### src/rtl/pcw_pkg.sv
// Shared constants, widths and control types of the path curvature window unit.
package pcw_pkg;

    // Number of path points held in the sliding window (3 .. 64).
    localparam int WINDOW = 8;

    localparam int PT_W   = 20;                      // coordinate width
    localparam int ERR_W  = 32;                      // result width
    localparam int D_W    = PT_W + 1;                // coordinate difference
    localparam int PROD_W = 2 * D_W;                 // one product
    localparam int SUM_W  = PROD_W + 1 + $clog2(WINDOW); // sum of cross products
    localparam int Q_W    = PROD_W;                  // squared chord length
    localparam int FRAC_W = 8;                       // fraction bits of the chord length
    localparam int RAD_W  = Q_W + 2 * FRAC_W;        // square root radicand
    localparam int L_W    = RAD_W / 2;               // chord length with fraction
    localparam int SQ_REM_W = L_W + 2;               // square root remainder
    localparam int NUM_W  = SUM_W + FRAC_W + 2;      // dividend
    localparam int DIV_W  = L_W + 1;                 // divisor
    localparam int QUO_W  = ERR_W + 1;               // quotient bits produced
    localparam int DR_W   = DIV_W + QUO_W;           // division working width

    localparam int PTR_W  = $clog2(WINDOW);          // window memory address
    localparam int CNT_W  = $clog2(WINDOW + 1);      // fill count
    localparam int RAM_W  = 2 * PT_W;                // one stored point

    localparam int STEP_MAX = (L_W > QUO_W) ? ((L_W > WINDOW) ? L_W : WINDOW)
                                            : ((QUO_W > WINDOW) ? QUO_W : WINDOW);
    localparam int STEP_W = $clog2(STEP_MAX + 1);

    localparam logic signed [ERR_W-1:0] ERR_MAX = {1'b0, {(ERR_W-1){1'b1}}};
    localparam logic signed [ERR_W-1:0] ERR_MIN = {1'b1, {(ERR_W-1){1'b0}}};

    // Commands from the controller to the datapath.
    typedef struct packed {
        logic take_b;     // latch the incoming point as the newest point B
        logic ld_a;       // latch the oldest point A and the chord vector
        logic mul_sq;     // square the chord components
        logic q_ld;       // form the squared chord length, clear the sum
        logic mul_cross;  // cross product terms of one inner point
        logic acc;        // accumulate one cross product
        logic sq_init;    // start the square root, take the magnitude of the sum
        logic sq_step;    // one square root digit
        logic div_init;   // form dividend and divisor
        logic div_ovf;    // overflow check and division setup
        logic div_step;   // one quotient bit
        logic res_load;   // load the output register
        logic res_full;   // the loaded result comes from a full window
    } pcw_cmd_t;

    // Status from the datapath to the controller.
    typedef struct packed {
        logic q_zero;     // chord length is zero
    } pcw_stat_t;

endpackage

### src/rtl/pcw_if.sv
// Handshake interfaces for path points in and curvature results out.
interface pcw_point_if import pcw_pkg::*; ();
    logic                    valid;
    logic                    ready;
    logic signed [PT_W-1:0]  pos_x;
    logic signed [PT_W-1:0]  pos_y;

    modport source (output valid, output pos_x, output pos_y, input ready);
    modport sink   (input valid, input pos_x, input pos_y, output ready);
endinterface

interface pcw_result_if import pcw_pkg::*; ();
    logic                    valid;
    logic                    ready;
    logic signed [ERR_W-1:0] curve_error;
    logic                    error_valid;
    logic                    chord_zero;

    modport source (output valid, output curve_error, output error_valid,
                    output chord_zero, input ready);
    modport sink   (input valid, input curve_error, input error_valid,
                    input chord_zero, output ready);
endinterface

### src/rtl/pcw_ram.sv
// Generic single write port, single read port RAM with registered read data.
module pcw_ram #(
    parameter int WIDTH = 8,
    parameter int DEPTH = 8
) (
    input  logic                     clk,
    input  logic                     wr_en,
    input  logic [$clog2(DEPTH)-1:0] wr_addr,
    input  logic [WIDTH-1:0]         wr_data,
    input  logic                     rd_en,
    input  logic [$clog2(DEPTH)-1:0] rd_addr,
    output logic [WIDTH-1:0]         rd_data
);

    logic [WIDTH-1:0] mem [DEPTH];

    always_ff @(posedge clk)
    begin
        if (wr_en)
        begin
            mem[wr_addr] <= wr_data;
        end
        if (rd_en)
        begin
            rd_data <= mem[rd_addr];
        end
    end

endmodule

### src/rtl/pcw_ctrl.sv
// Controller of the path curvature window unit: sequencing, window pointers, handshakes.
module pcw_ctrl import pcw_pkg::*; (
    input  logic             clk,
    input  logic             rst_n,
    input  logic             in_valid,
    output logic             in_ready,
    output logic             out_valid,
    input  logic             out_ready,
    output pcw_cmd_t         cmd,
    input  pcw_stat_t        stat,
    output logic [PTR_W-1:0] wr_addr,
    output logic             rd_en,
    output logic [PTR_W-1:0] rd_addr
);

    typedef enum logic [3:0] {
        S_IDLE,
        S_LDA,
        S_SQ,
        S_QSUM,
        S_MUL,
        S_ACC,
        S_SQI,
        S_SQRT,
        S_DIVI,
        S_OVF,
        S_DIV,
        S_RES
    } state_t;

    state_t             state_reg, state_next;
    logic [PTR_W-1:0]   wr_ptr_reg, wr_ptr_next;
    logic [PTR_W-1:0]   rd_ptr_reg, rd_ptr_next;
    logic [CNT_W-1:0]   fill_reg, fill_next;
    logic [STEP_W-1:0]  step_reg, step_next;
    logic               full_reg, full_next;
    logic               out_valid_reg, out_valid_next;
    logic               in_xfer;

    function automatic logic [PTR_W-1:0] ptr_inc(input logic [PTR_W-1:0] p);
        return (p == PTR_W'(WINDOW - 1)) ? '0 : p + 1'b1;
    endfunction

    assign in_ready  = (state_reg == S_IDLE);
    assign in_xfer   = in_valid && in_ready;
    assign out_valid = out_valid_reg;
    assign wr_addr   = wr_ptr_reg;

    always_comb
    begin
        state_next     = state_reg;
        wr_ptr_next    = wr_ptr_reg;
        rd_ptr_next    = rd_ptr_reg;
        fill_next      = fill_reg;
        step_next      = step_reg;
        full_next      = full_reg;
        out_valid_next = out_valid_reg;
        rd_en          = 1'b0;
        rd_addr        = rd_ptr_reg;
        cmd            = '0;

        cmd.take_b = in_xfer;
        if (out_valid_reg && out_ready)
        begin
            out_valid_next = 1'b0;
        end

        unique case (state_reg)
            S_IDLE:
            begin
                if (in_xfer)
                begin
                    wr_ptr_next = ptr_inc(wr_ptr_reg);
                    if (fill_reg != CNT_W'(WINDOW))
                    begin
                        fill_next = fill_reg + 1'b1;
                    end
                    if (fill_reg >= CNT_W'(WINDOW - 1))
                    begin
                        // The slot after the one written now holds the oldest point.
                        full_next   = 1'b1;
                        rd_en       = 1'b1;
                        rd_addr     = ptr_inc(wr_ptr_reg);
                        rd_ptr_next = ptr_inc(wr_ptr_reg);
                        state_next  = S_LDA;
                    end
                    else
                    begin
                        full_next  = 1'b0;
                        state_next = S_RES;
                    end
                end
            end
            S_LDA:
            begin
                cmd.ld_a    = 1'b1;
                rd_en       = 1'b1;
                rd_addr     = ptr_inc(rd_ptr_reg);
                rd_ptr_next = ptr_inc(rd_ptr_reg);
                step_next   = STEP_W'(1);
                state_next  = S_SQ;
            end
            S_SQ:
            begin
                cmd.mul_sq = 1'b1;
                state_next = S_QSUM;
            end
            S_QSUM:
            begin
                cmd.q_ld   = 1'b1;
                state_next = S_MUL;
            end
            S_MUL:
            begin
                cmd.mul_cross = 1'b1;
                if (step_reg != STEP_W'(WINDOW - 2))
                begin
                    rd_en       = 1'b1;
                    rd_addr     = ptr_inc(rd_ptr_reg);
                    rd_ptr_next = ptr_inc(rd_ptr_reg);
                end
                state_next = S_ACC;
            end
            S_ACC:
            begin
                cmd.acc = 1'b1;
                if (step_reg == STEP_W'(WINDOW - 2))
                begin
                    state_next = S_SQI;
                end
                else
                begin
                    step_next  = step_reg + 1'b1;
                    state_next = S_MUL;
                end
            end
            S_SQI:
            begin
                cmd.sq_init = 1'b1;
                step_next   = '0;
                state_next  = stat.q_zero ? S_RES : S_SQRT;
            end
            S_SQRT:
            begin
                cmd.sq_step = 1'b1;
                if (step_reg == STEP_W'(L_W - 1))
                begin
                    state_next = S_DIVI;
                end
                else
                begin
                    step_next = step_reg + 1'b1;
                end
            end
            S_DIVI:
            begin
                cmd.div_init = 1'b1;
                state_next   = S_OVF;
            end
            S_OVF:
            begin
                cmd.div_ovf = 1'b1;
                step_next   = '0;
                state_next  = S_DIV;
            end
            S_DIV:
            begin
                cmd.div_step = 1'b1;
                if (step_reg == STEP_W'(QUO_W - 1))
                begin
                    state_next = S_RES;
                end
                else
                begin
                    step_next = step_reg + 1'b1;
                end
            end
            S_RES:
            begin
                cmd.res_full = full_reg;
                if (!out_valid_reg || out_ready)
                begin
                    cmd.res_load   = 1'b1;
                    out_valid_next = 1'b1;
                    state_next     = S_IDLE;
                end
            end
            default:
            begin
                state_next = S_IDLE;
            end
        endcase
    end

    always_ff @(posedge clk or negedge rst_n)
    begin
        if (!rst_n)
        begin
            state_reg     <= S_IDLE;
            wr_ptr_reg    <= '0;
            rd_ptr_reg    <= '0;
            fill_reg      <= '0;
            step_reg      <= '0;
            full_reg      <= 1'b0;
            out_valid_reg <= 1'b0;
        end
        else
        begin
            state_reg     <= state_next;
            wr_ptr_reg    <= wr_ptr_next;
            rd_ptr_reg    <= rd_ptr_next;
            fill_reg      <= fill_next;
            step_reg      <= step_next;
            full_reg      <= full_next;
            out_valid_reg <= out_valid_next;
        end
    end

`ifndef SYNTHESIS
    a_fill_bound: assert property (@(posedge clk) disable iff (!rst_n)
        fill_reg <= CNT_W'(WINDOW))
        else $error("fill count ran past the window size");

    a_walk_bound: assert property (@(posedge clk) disable iff (!rst_n)
        (state_reg == S_MUL || state_reg == S_ACC) |->
        (step_reg >= STEP_W'(1) && step_reg <= STEP_W'(WINDOW - 2)))
        else $error("inner point index out of range during the walk");

    a_partial_direct: assert property (@(posedge clk) disable iff (!rst_n)
        (in_xfer && fill_reg < CNT_W'(WINDOW - 1)) |=>
        (state_reg == S_RES && !full_reg))
        else $error("partial window did not go straight to the result");

    a_out_from_res: assert property (@(posedge clk) disable iff (!rst_n)
        $rose(out_valid_reg) |-> $past(state_reg == S_RES))
        else $error("result presented outside the result state");
`endif

endmodule

### src/rtl/pcw_dp.sv
// Datapath of the path curvature window unit: cross products, square root, division.
module pcw_dp import pcw_pkg::*; (
    input  logic                    clk,
    input  logic                    rst_n,
    input  pcw_cmd_t                cmd,
    output pcw_stat_t               stat,
    input  logic signed [PT_W-1:0]  pos_x,
    input  logic signed [PT_W-1:0]  pos_y,
    input  logic [RAM_W-1:0]        rd_data,
    output logic signed [ERR_W-1:0] curve_error,
    output logic                    error_valid,
    output logic                    chord_zero
);

    localparam logic [QUO_W-1:0] QUO_POS_LIM = QUO_W'({(ERR_W-1){1'b1}});
    localparam logic [QUO_W-1:0] QUO_NEG_LIM = QUO_W'(1) << (ERR_W - 1);

    logic signed [PT_W-1:0]   bx_reg, by_reg, ax_reg, ay_reg;
    logic signed [D_W-1:0]    abx_reg, aby_reg;
    logic signed [PROD_W-1:0] prod1_reg, prod2_reg;
    logic [Q_W-1:0]           q_reg;
    logic signed [SUM_W-1:0]  sum_reg;
    logic [SUM_W-1:0]         mag_reg;
    logic                     neg_reg;
    logic [RAD_W-1:0]         rad_reg;
    logic [L_W-1:0]           root_reg;
    logic [SQ_REM_W-1:0]      sqrem_reg;
    logic [NUM_W-1:0]         num_reg;
    logic [DIV_W-1:0]         div_reg;
    logic [DR_W-1:0]          rem_reg, dsh_reg;
    logic [QUO_W-1:0]         quo_reg;
    logic                     ovf_reg;
    logic signed [ERR_W-1:0]  last_err_reg;
    logic signed [ERR_W-1:0]  err_reg;
    logic                     evalid_reg, czero_reg;

    logic signed [PT_W-1:0]   rd_x, rd_y;
    logic signed [D_W-1:0]    apx, apy;
    logic signed [D_W-1:0]    m1_a, m1_b, m2_a, m2_b;
    logic signed [PROD_W-1:0] m1, m2;
    logic [SQ_REM_W+1:0]      sq_sh, sq_trial;
    logic                     sq_ge;
    logic                     div_ge;
    logic [QUO_W-1:0]         neg_q;
    logic signed [ERR_W-1:0]  sat_err;

    assign rd_x = rd_data[RAM_W-1:PT_W];
    assign rd_y = rd_data[PT_W-1:0];
    assign apx  = D_W'(rd_x) - D_W'(ax_reg);
    assign apy  = D_W'(rd_y) - D_W'(ay_reg);

    // One multiplier pair serves both the chord squares and the cross products.
    assign m1_a = abx_reg;
    assign m1_b = cmd.mul_sq ? abx_reg : apy;
    assign m2_a = cmd.mul_sq ? aby_reg : apx;
    assign m2_b = aby_reg;
    assign m1   = m1_a * m1_b;
    assign m2   = m2_a * m2_b;

    // Digit by digit square root, two radicand bits a step.
    assign sq_sh    = {sqrem_reg, rad_reg[RAD_W-1 -: 2]};
    assign sq_trial = (SQ_REM_W + 2)'({root_reg, 2'b01});
    assign sq_ge    = (sq_sh >= sq_trial);

    assign div_ge = (rem_reg >= dsh_reg);

    assign stat.q_zero = (q_reg == '0);

    always_comb
    begin
        neg_q = QUO_W'(0) - quo_reg;
        if (neg_reg)
        begin
            sat_err = (ovf_reg || quo_reg > QUO_NEG_LIM) ? ERR_MIN : neg_q[ERR_W-1:0];
        end
        else
        begin
            sat_err = (ovf_reg || quo_reg > QUO_POS_LIM) ? ERR_MAX : quo_reg[ERR_W-1:0];
        end
    end

    always_ff @(posedge clk)
    begin
        if (cmd.take_b)
        begin
            bx_reg <= pos_x;
            by_reg <= pos_y;
        end
        if (cmd.ld_a)
        begin
            ax_reg  <= rd_x;
            ay_reg  <= rd_y;
            abx_reg <= D_W'(bx_reg) - D_W'(rd_x);
            aby_reg <= D_W'(by_reg) - D_W'(rd_y);
        end
        if (cmd.mul_sq || cmd.mul_cross)
        begin
            prod1_reg <= m1;
            prod2_reg <= m2;
        end
        if (cmd.q_ld)
        begin
            q_reg   <= $unsigned(prod1_reg) + $unsigned(prod2_reg);
            sum_reg <= '0;
        end
        if (cmd.acc)
        begin
            sum_reg <= sum_reg + SUM_W'(prod1_reg) - SUM_W'(prod2_reg);
        end
        if (cmd.sq_init)
        begin
            rad_reg   <= {q_reg, (2 * FRAC_W)'(0)};
            root_reg  <= '0;
            sqrem_reg <= '0;
            neg_reg   <= sum_reg[SUM_W-1];
            mag_reg   <= sum_reg[SUM_W-1] ? $unsigned(-sum_reg) : $unsigned(sum_reg);
        end
        if (cmd.sq_step)
        begin
            rad_reg  <= rad_reg << 2;
            root_reg <= {root_reg[L_W-2:0], sq_ge};
            if (sq_ge)
            begin
                sqrem_reg <= SQ_REM_W'(sq_sh - sq_trial);
            end
            else
            begin
                sqrem_reg <= SQ_REM_W'(sq_sh);
            end
        end
        if (cmd.div_init)
        begin
            // Rounded quotient: (2 * |S| * 2^8 + L) / (2 * L).
            num_reg <= (NUM_W'(mag_reg) << (FRAC_W + 1)) + NUM_W'(root_reg);
            div_reg <= {root_reg, 1'b0};
        end
        if (cmd.div_ovf)
        begin
            ovf_reg <= (DR_W'(num_reg) >= {div_reg, QUO_W'(0)});
            rem_reg <= DR_W'(num_reg);
            dsh_reg <= DR_W'({div_reg, (QUO_W - 1)'(0)});
            quo_reg <= '0;
        end
        if (cmd.div_step)
        begin
            dsh_reg <= dsh_reg >> 1;
            quo_reg <= {quo_reg[QUO_W-2:0], div_ge};
            if (div_ge)
            begin
                rem_reg <= rem_reg - dsh_reg;
            end
        end
        if (cmd.res_load)
        begin
            if (!cmd.res_full)
            begin
                err_reg    <= last_err_reg;
                evalid_reg <= 1'b0;
                czero_reg  <= 1'b0;
            end
            else if (stat.q_zero)
            begin
                err_reg    <= '0;
                evalid_reg <= 1'b1;
                czero_reg  <= 1'b1;
            end
            else
            begin
                err_reg    <= sat_err;
                evalid_reg <= 1'b1;
                czero_reg  <= 1'b0;
            end
        end
    end

    always_ff @(posedge clk or negedge rst_n)
    begin
        if (!rst_n)
        begin
            last_err_reg <= '0;
        end
        else if (cmd.res_load && cmd.res_full)
        begin
            last_err_reg <= stat.q_zero ? '0 : sat_err;
        end
    end

    assign curve_error = err_reg;
    assign error_valid = evalid_reg;
    assign chord_zero  = czero_reg;

endmodule

### src/rtl/path_curvature_window_unit.sv
// Top level of the path curvature window unit: controller, datapath and window memory.
//
// The unit takes one tracked line point (pos_x, pos_y) per transfer on the point
// channel and keeps the last WINDOW points in a small circular memory. Every point
// produces exactly one transfer on the result channel. Until WINDOW points have
// arrived, the result repeats the previous error (zero after reset) with error_valid
// low. Once the window is full, curve_error is the sum of the signed perpendicular
// distances of the inner points from the chord running from the oldest to the newest
// point, in position units, rounded half away from zero and saturated to 32 bits;
// a chord of zero length gives zero with chord_zero set. When the output register is
// free, a point that does not fill the window has its result loaded in the cycle after
// its transfer. A point with a full window has its result loaded after the window walk,
// the square root and the division; when the chord has zero length, the square root
// and the division are skipped. A result that still waits for its transfer holds the
// next one back in the result state for as long as it waits. The controller walks the
// window one memory read at a time through one multiplier pair, then runs a 29 step
// square root of the squared chord length and a 33 step restoring division. The unit
// works on one point at a time and takes the next point the cycle after a result is
// loaded into the output register, even while that result still waits for its
// transfer.
module path_curvature_window_unit import pcw_pkg::*; (
    input  logic           clk,
    input  logic           rst_n,
    pcw_point_if.sink      point,
    pcw_result_if.source   result
);

    pcw_cmd_t          cmd;
    pcw_stat_t         stat;
    logic [PTR_W-1:0]  wr_addr;
    logic              rd_en;
    logic [PTR_W-1:0]  rd_addr;
    logic [RAM_W-1:0]  rd_data;
    logic              in_ready;
    logic              point_xfer;

    assign point.ready = in_ready;
    assign point_xfer  = point.valid && in_ready;

    // Sequencing, window pointers and fill count.
    pcw_ctrl u_ctrl (
        .clk       (clk),
        .rst_n     (rst_n),
        .in_valid  (point.valid),
        .in_ready  (in_ready),
        .out_valid (result.valid),
        .out_ready (result.ready),
        .cmd       (cmd),
        .stat      (stat),
        .wr_addr   (wr_addr),
        .rd_en     (rd_en),
        .rd_addr   (rd_addr)
    );

    // Window store: one entry per point, x in the upper half, y in the lower half.
    // Every incoming point is written in the cycle of its transfer.
    pcw_ram #(
        .WIDTH (RAM_W),
        .DEPTH (WINDOW)
    ) u_window (
        .clk     (clk),
        .wr_en   (point_xfer),
        .wr_addr (wr_addr),
        .wr_data ({point.pos_x, point.pos_y}),
        .rd_en   (rd_en),
        .rd_addr (rd_addr),
        .rd_data (rd_data)
    );

    // Arithmetic and the output register.
    pcw_dp u_dp (
        .clk         (clk),
        .rst_n       (rst_n),
        .cmd         (cmd),
        .stat        (stat),
        .pos_x       (point.pos_x),
        .pos_y       (point.pos_y),
        .rd_data     (rd_data),
        .curve_error (result.curve_error),
        .error_valid (result.error_valid),
        .chord_zero  (result.chord_zero)
    );

endmodule

### src/flat_wrapper.sv
// flat-port wrapper written by rule: the top's interface ports become plain ports
module path_curvature_window_unit_flat import pcw_pkg::*;
  (clk, rst_n, point_valid, point_pos_x, point_pos_y, point_ready, result_valid, result_curve_error, result_error_valid, result_chord_zero, result_ready);
  pcw_point_if point_i ();
  pcw_result_if result_i ();
  input  logic clk;
  input  logic rst_n;
  input wire logic [$bits(point_i.valid)-1:0] point_valid;
  input wire logic [$bits(point_i.pos_x)-1:0] point_pos_x;
  input wire logic [$bits(point_i.pos_y)-1:0] point_pos_y;
  output wire logic [$bits(point_i.ready)-1:0] point_ready;
  output wire logic [$bits(result_i.valid)-1:0] result_valid;
  output wire logic [$bits(result_i.curve_error)-1:0] result_curve_error;
  output wire logic [$bits(result_i.error_valid)-1:0] result_error_valid;
  output wire logic [$bits(result_i.chord_zero)-1:0] result_chord_zero;
  input wire logic [$bits(result_i.ready)-1:0] result_ready;
  assign point_i.valid = point_valid;
  assign point_i.pos_x = point_pos_x;
  assign point_i.pos_y = point_pos_y;
  assign point_ready = point_i.ready;
  assign result_valid = result_i.valid;
  assign result_curve_error = result_i.curve_error;
  assign result_error_valid = result_i.error_valid;
  assign result_chord_zero = result_i.chord_zero;
  assign result_i.ready = result_ready;
  path_curvature_window_unit u_core (.clk(clk), .rst_n(rst_n), .point(point_i), .result(result_i));
endmodule
### config.mk
export PLATFORM = sky130hd
export DESIGN_NAME = path_curvature_window_unit_flat
export DESIGN_NICKNAME = d
export VERILOG_FILES = /design/src/rtl/pcw_pkg.sv /design/src/rtl/pcw_if.sv /design/src/rtl/pcw_ram.sv /design/src/rtl/pcw_ctrl.sv /design/src/rtl/pcw_dp.sv /design/src/rtl/path_curvature_window_unit.sv /design/src/flat_wrapper.sv
export SDC_FILE = /design/constraint.sdc
export NUM_CORES = 2
export LEC_CHECK = 0
export ABC_AREA = 0
export CAP_MARGIN = 0
export CORE_MARGIN = 10
export CORE_UTILIZATION = 61
export DETAILED_ROUTE_END_ITERATION = 16
export DONT_BUFFER_PORTS = 1
export PLACE_DENSITY_LB_ADDON = 0.2
export SYNTH_ARGS = -nofsm -noshare
export SYNTH_HDL_FRONTEND = slang
export SYNTH_HIERARCHICAL = 1
export SYNTH_SLANG_ARGS = --single-unit
### constraint.sdc
create_clock -name clk -period 22.8 [get_ports clk]
set_input_delay 6.84 -clock clk [delete_from_list [all_inputs] [get_ports clk]]
set_output_delay 6.84 -clock clk [all_outputs]
set_load 0.05 [all_outputs]
==> impl_results.md <==
- Status: complete, no violations
- Critical path's largest stage delay: between 0.7 and 0.8 ns
- Overflow after GRT: 0
- Setup TNS: 0 ns
- Setup crit start kind: flop
- Max reg flops: between 300 and 400
- Slew at the pin closest to its max-slew limit: 1.36 ns
- Arrival @ worst endpoint: around 11 ns
- H-tree depth: 3
- Hold Fails Final Rpt: 0
- Residual DRC: 0
- Die width: between 400 and 500 µm
- Yosys reg bits: about 1,100
- First-pass GRT wire length: about 360,000 µm
- TritonCTS clock tree: built
- Multi-input logic area: 0.0531 mm²
- Count of cell types in the netlist: 89
- Post-route clock period utilization: between 40 and 50%
- Yosys Warn Count: 6
- Highest attainable clock frequency: about 91 MHz
- Final WL: about 220,000 µm
- 1st-pass router iterations: 5
- Most common cell after layout, fill and taps aside: inv_1
- Core area: about 0.15 mm²
- Register area: around 0.033 mm²
- Post-synth EDFFs: 1,009
- GPL Wtd Cong: between 0.9 and 1
- Synth async-reset ratio: ~4.8%
- Post-Syn Nets: 10,300
- Most frequent cells in the layout: 1,570 x inv_1, 1,009 x edfxtp_1, 970 x fa_1
- Post-CTS setup buffers: 0
- Worst hold-check path type: reg2reg
- Final setup vio count: 0
- GRT Overall Usage: between 20% and 30%
- Maximum fanout along the worst path: 27
- CTS Sinks: around 1,100
- Root Driver: clkbuf_16
- Die Y: 411 µm
- RSZ-0062 raised after global routing: false
- Cts hold-fix bufs: 0
- Slowest stage cell, crit path: a31oi_1
- DRT iter0 DRCs: 4,520
- Pin count of the biggest net entering global routing: roughly 110
- Worst hold slack: ~0.45 ns
- Clock-pin slew on the worst setup and hold paths: 0.06 ns
- Routed len/inst: 20.9 µm
- Setup CP Type: reg2reg
- Layout cells sized above 1: between 5 and 6%
- Number of port buffers: 0
- Layout area overhead: 6.41%
- I/O Pins: 80
- Main synth FF type: edfxtp_1
- Most frequent cell on the critical path: fa_1
- Post-Syn Area: 0.0930 mm²
- Final Max Tran Viols: 0
- # rows: approximately 140
- Vias in the first global route: 65,500
- Min cycle time layout: approximately 11 ns
- Setup crit end kind: flop
- Post_cts resized: 0
- Die ar.: between 0.15 and 0.2 mm²
- Mapped Cells: 8,714
- Fin nets: about 10,000
- Slew margin rel.: under 10%
- ANT nets after route: 0
- Clk Latency, worst-skew pair: just under 0.8 ns
- Clock skew: just over 0.07 ns
- FILL cells: roughly 12,000
- Final core utilization: around two thirds
- Initial Utilization: between 60% and 70%
- Syn avg cell area: about 11 µm²
- Number of max-cap violations: 0
- Routed vias/inst: between 5 and 6
- CTS buffer count: 117
- Worst endpoint required time: roughly 23 ns
- Seq/Total Area, Yosys: 35.4%
- Clock Tree Buf Depth: 3
- Via count: 62,300
- Initial antenna violation count: 3
- Dpl hpwl: roughly 170,000 µm
final timing paths:
path	from	to	slack [ns]	cells past startpoint
worst max-delay path	u_core/u_window/rd_data[20]	u_core/u_dp/prod2_reg[41]	11.79	38
worst min-delay path	u_core/u_dp/sum_reg[0]	u_core/u_dp/mag_reg[0]	0.45	0
worst max register to register	u_core/u_window/rd_data[20]	u_core/u_dp/prod2_reg[41]	11.79	38
worst min register to register	u_core/u_dp/sum_reg[0]	u_core/u_dp/mag_reg[0]	0.45	0
max in group asynchronous	rst_n	u_core/u_ctrl/wr_addr[2]	16.93	0
min in group asynchronous	rst_n	u_core/u_dp/last_err_reg[3]	5.76	0
cell type report:
type / instances / share of cell area, %
diodes: 2 / 0.00506
repair buffers: 87 / 0.660
multi-input cells: 5695 / 53.7
flip-flops and latches: 1126 / 33.2
well taps: 2030 / 2.57
clock buffers: 137 / 3.04
clock inverters: 84 / 0.849
inverters: 1574 / 5.97
cells by family (layout without fill, tap and decap cells):
kind of cell	after synthesis	after routing	synth area share (%)
XOR/XNOR	401	401	3.78
adder cells (fa/ha/maj)	1547	1547	28.6
AND/OR/NAND/NOR	2218	2218	11.4
flip-flops	1126	1126	35.4
multiplexers	281	281	4.60
AO/OA/AOI/OAI	1248	1248	8.44
other	0	2	0
buffers and inverters	1893	1882	7.73
critical path, delay by kind of cell (launching register included):
| kind | cells | cell delay, ns |
|---|---|---|
| fa+ha+maj | 10 | 4.28 |
| buf+inv | 6 | 0.69 |
| simple gates | 3 | 0.65 |
| compound gates | 17 | 4.29 |
| xor+xnor | 1 | 0.15 |
| flops | 1 | 0.43 |
| mux | 1 | 0.16 |
routing by layer:
| layer | track usage (%) | up-vias | part of all wire [%] |
|---|---|---|---|
| met5 | 0 | - | 0.012 |
| met2 | 45.9 | 2061 | 49 |
| met1 | 33.7 | 31100 | 40 |
| li1 | - | 28600 | - |
| met4 | 12.9 | 4 | 5.5 |
| met3 | 4.08 | 526 | 6.2 |
through the flow:
| step | area (µm²) | setup WS (ns) | instances |
|---|---|---|---|
| 3_3_place_gp | 95100 | 12.12 | 10500 |
| 6_report | 99000 | 11.79 | 10700 |
| 5_1_grt | 99000 | 11.08 | 10700 |
| 3_5_place_dp | 95100 | 11.98 | 10500 |
| 2_1_floorplan | 93000 | 10.95 | 8714 |
| 4_1_cts | 99000 | 11.84 | 10700 |
Yosys cell counts, drive strengths merged (70+ instances only):
| cell type | instances | area [µm²] |
|---|---|---|
| xnor2 | 288 | 2520 |
| and2 | 325 | 2030 |
| xor2 | 113 | 990 |
| nor2b | 98 | 613 |
| o21ai | 311 | 1560 |
| nand3 | 92 | 460 |
| clkbuf | 290 | 1090 |
| mux2i | 70 | 701 |
| mux2 | 131 | 1480 |
| ha | 577 | 7220 |
| fa | 970 | 19400 |
| nor3 | 92 | 477 |
| inv | 1572 | 5900 |
| nand2 | 943 | 3540 |
| edfxtp | 1009 | 30300 |
| mux4 | 80 | 2100 |
| nor2 | 346 | 1300 |
| a21oi | 348 | 1740 |
| a21o | 148 | 1110 |
Power is left out: the tool's default activity adds up to more than one toggle a clock period on the data nets, which glitch-free logic cannot reach.
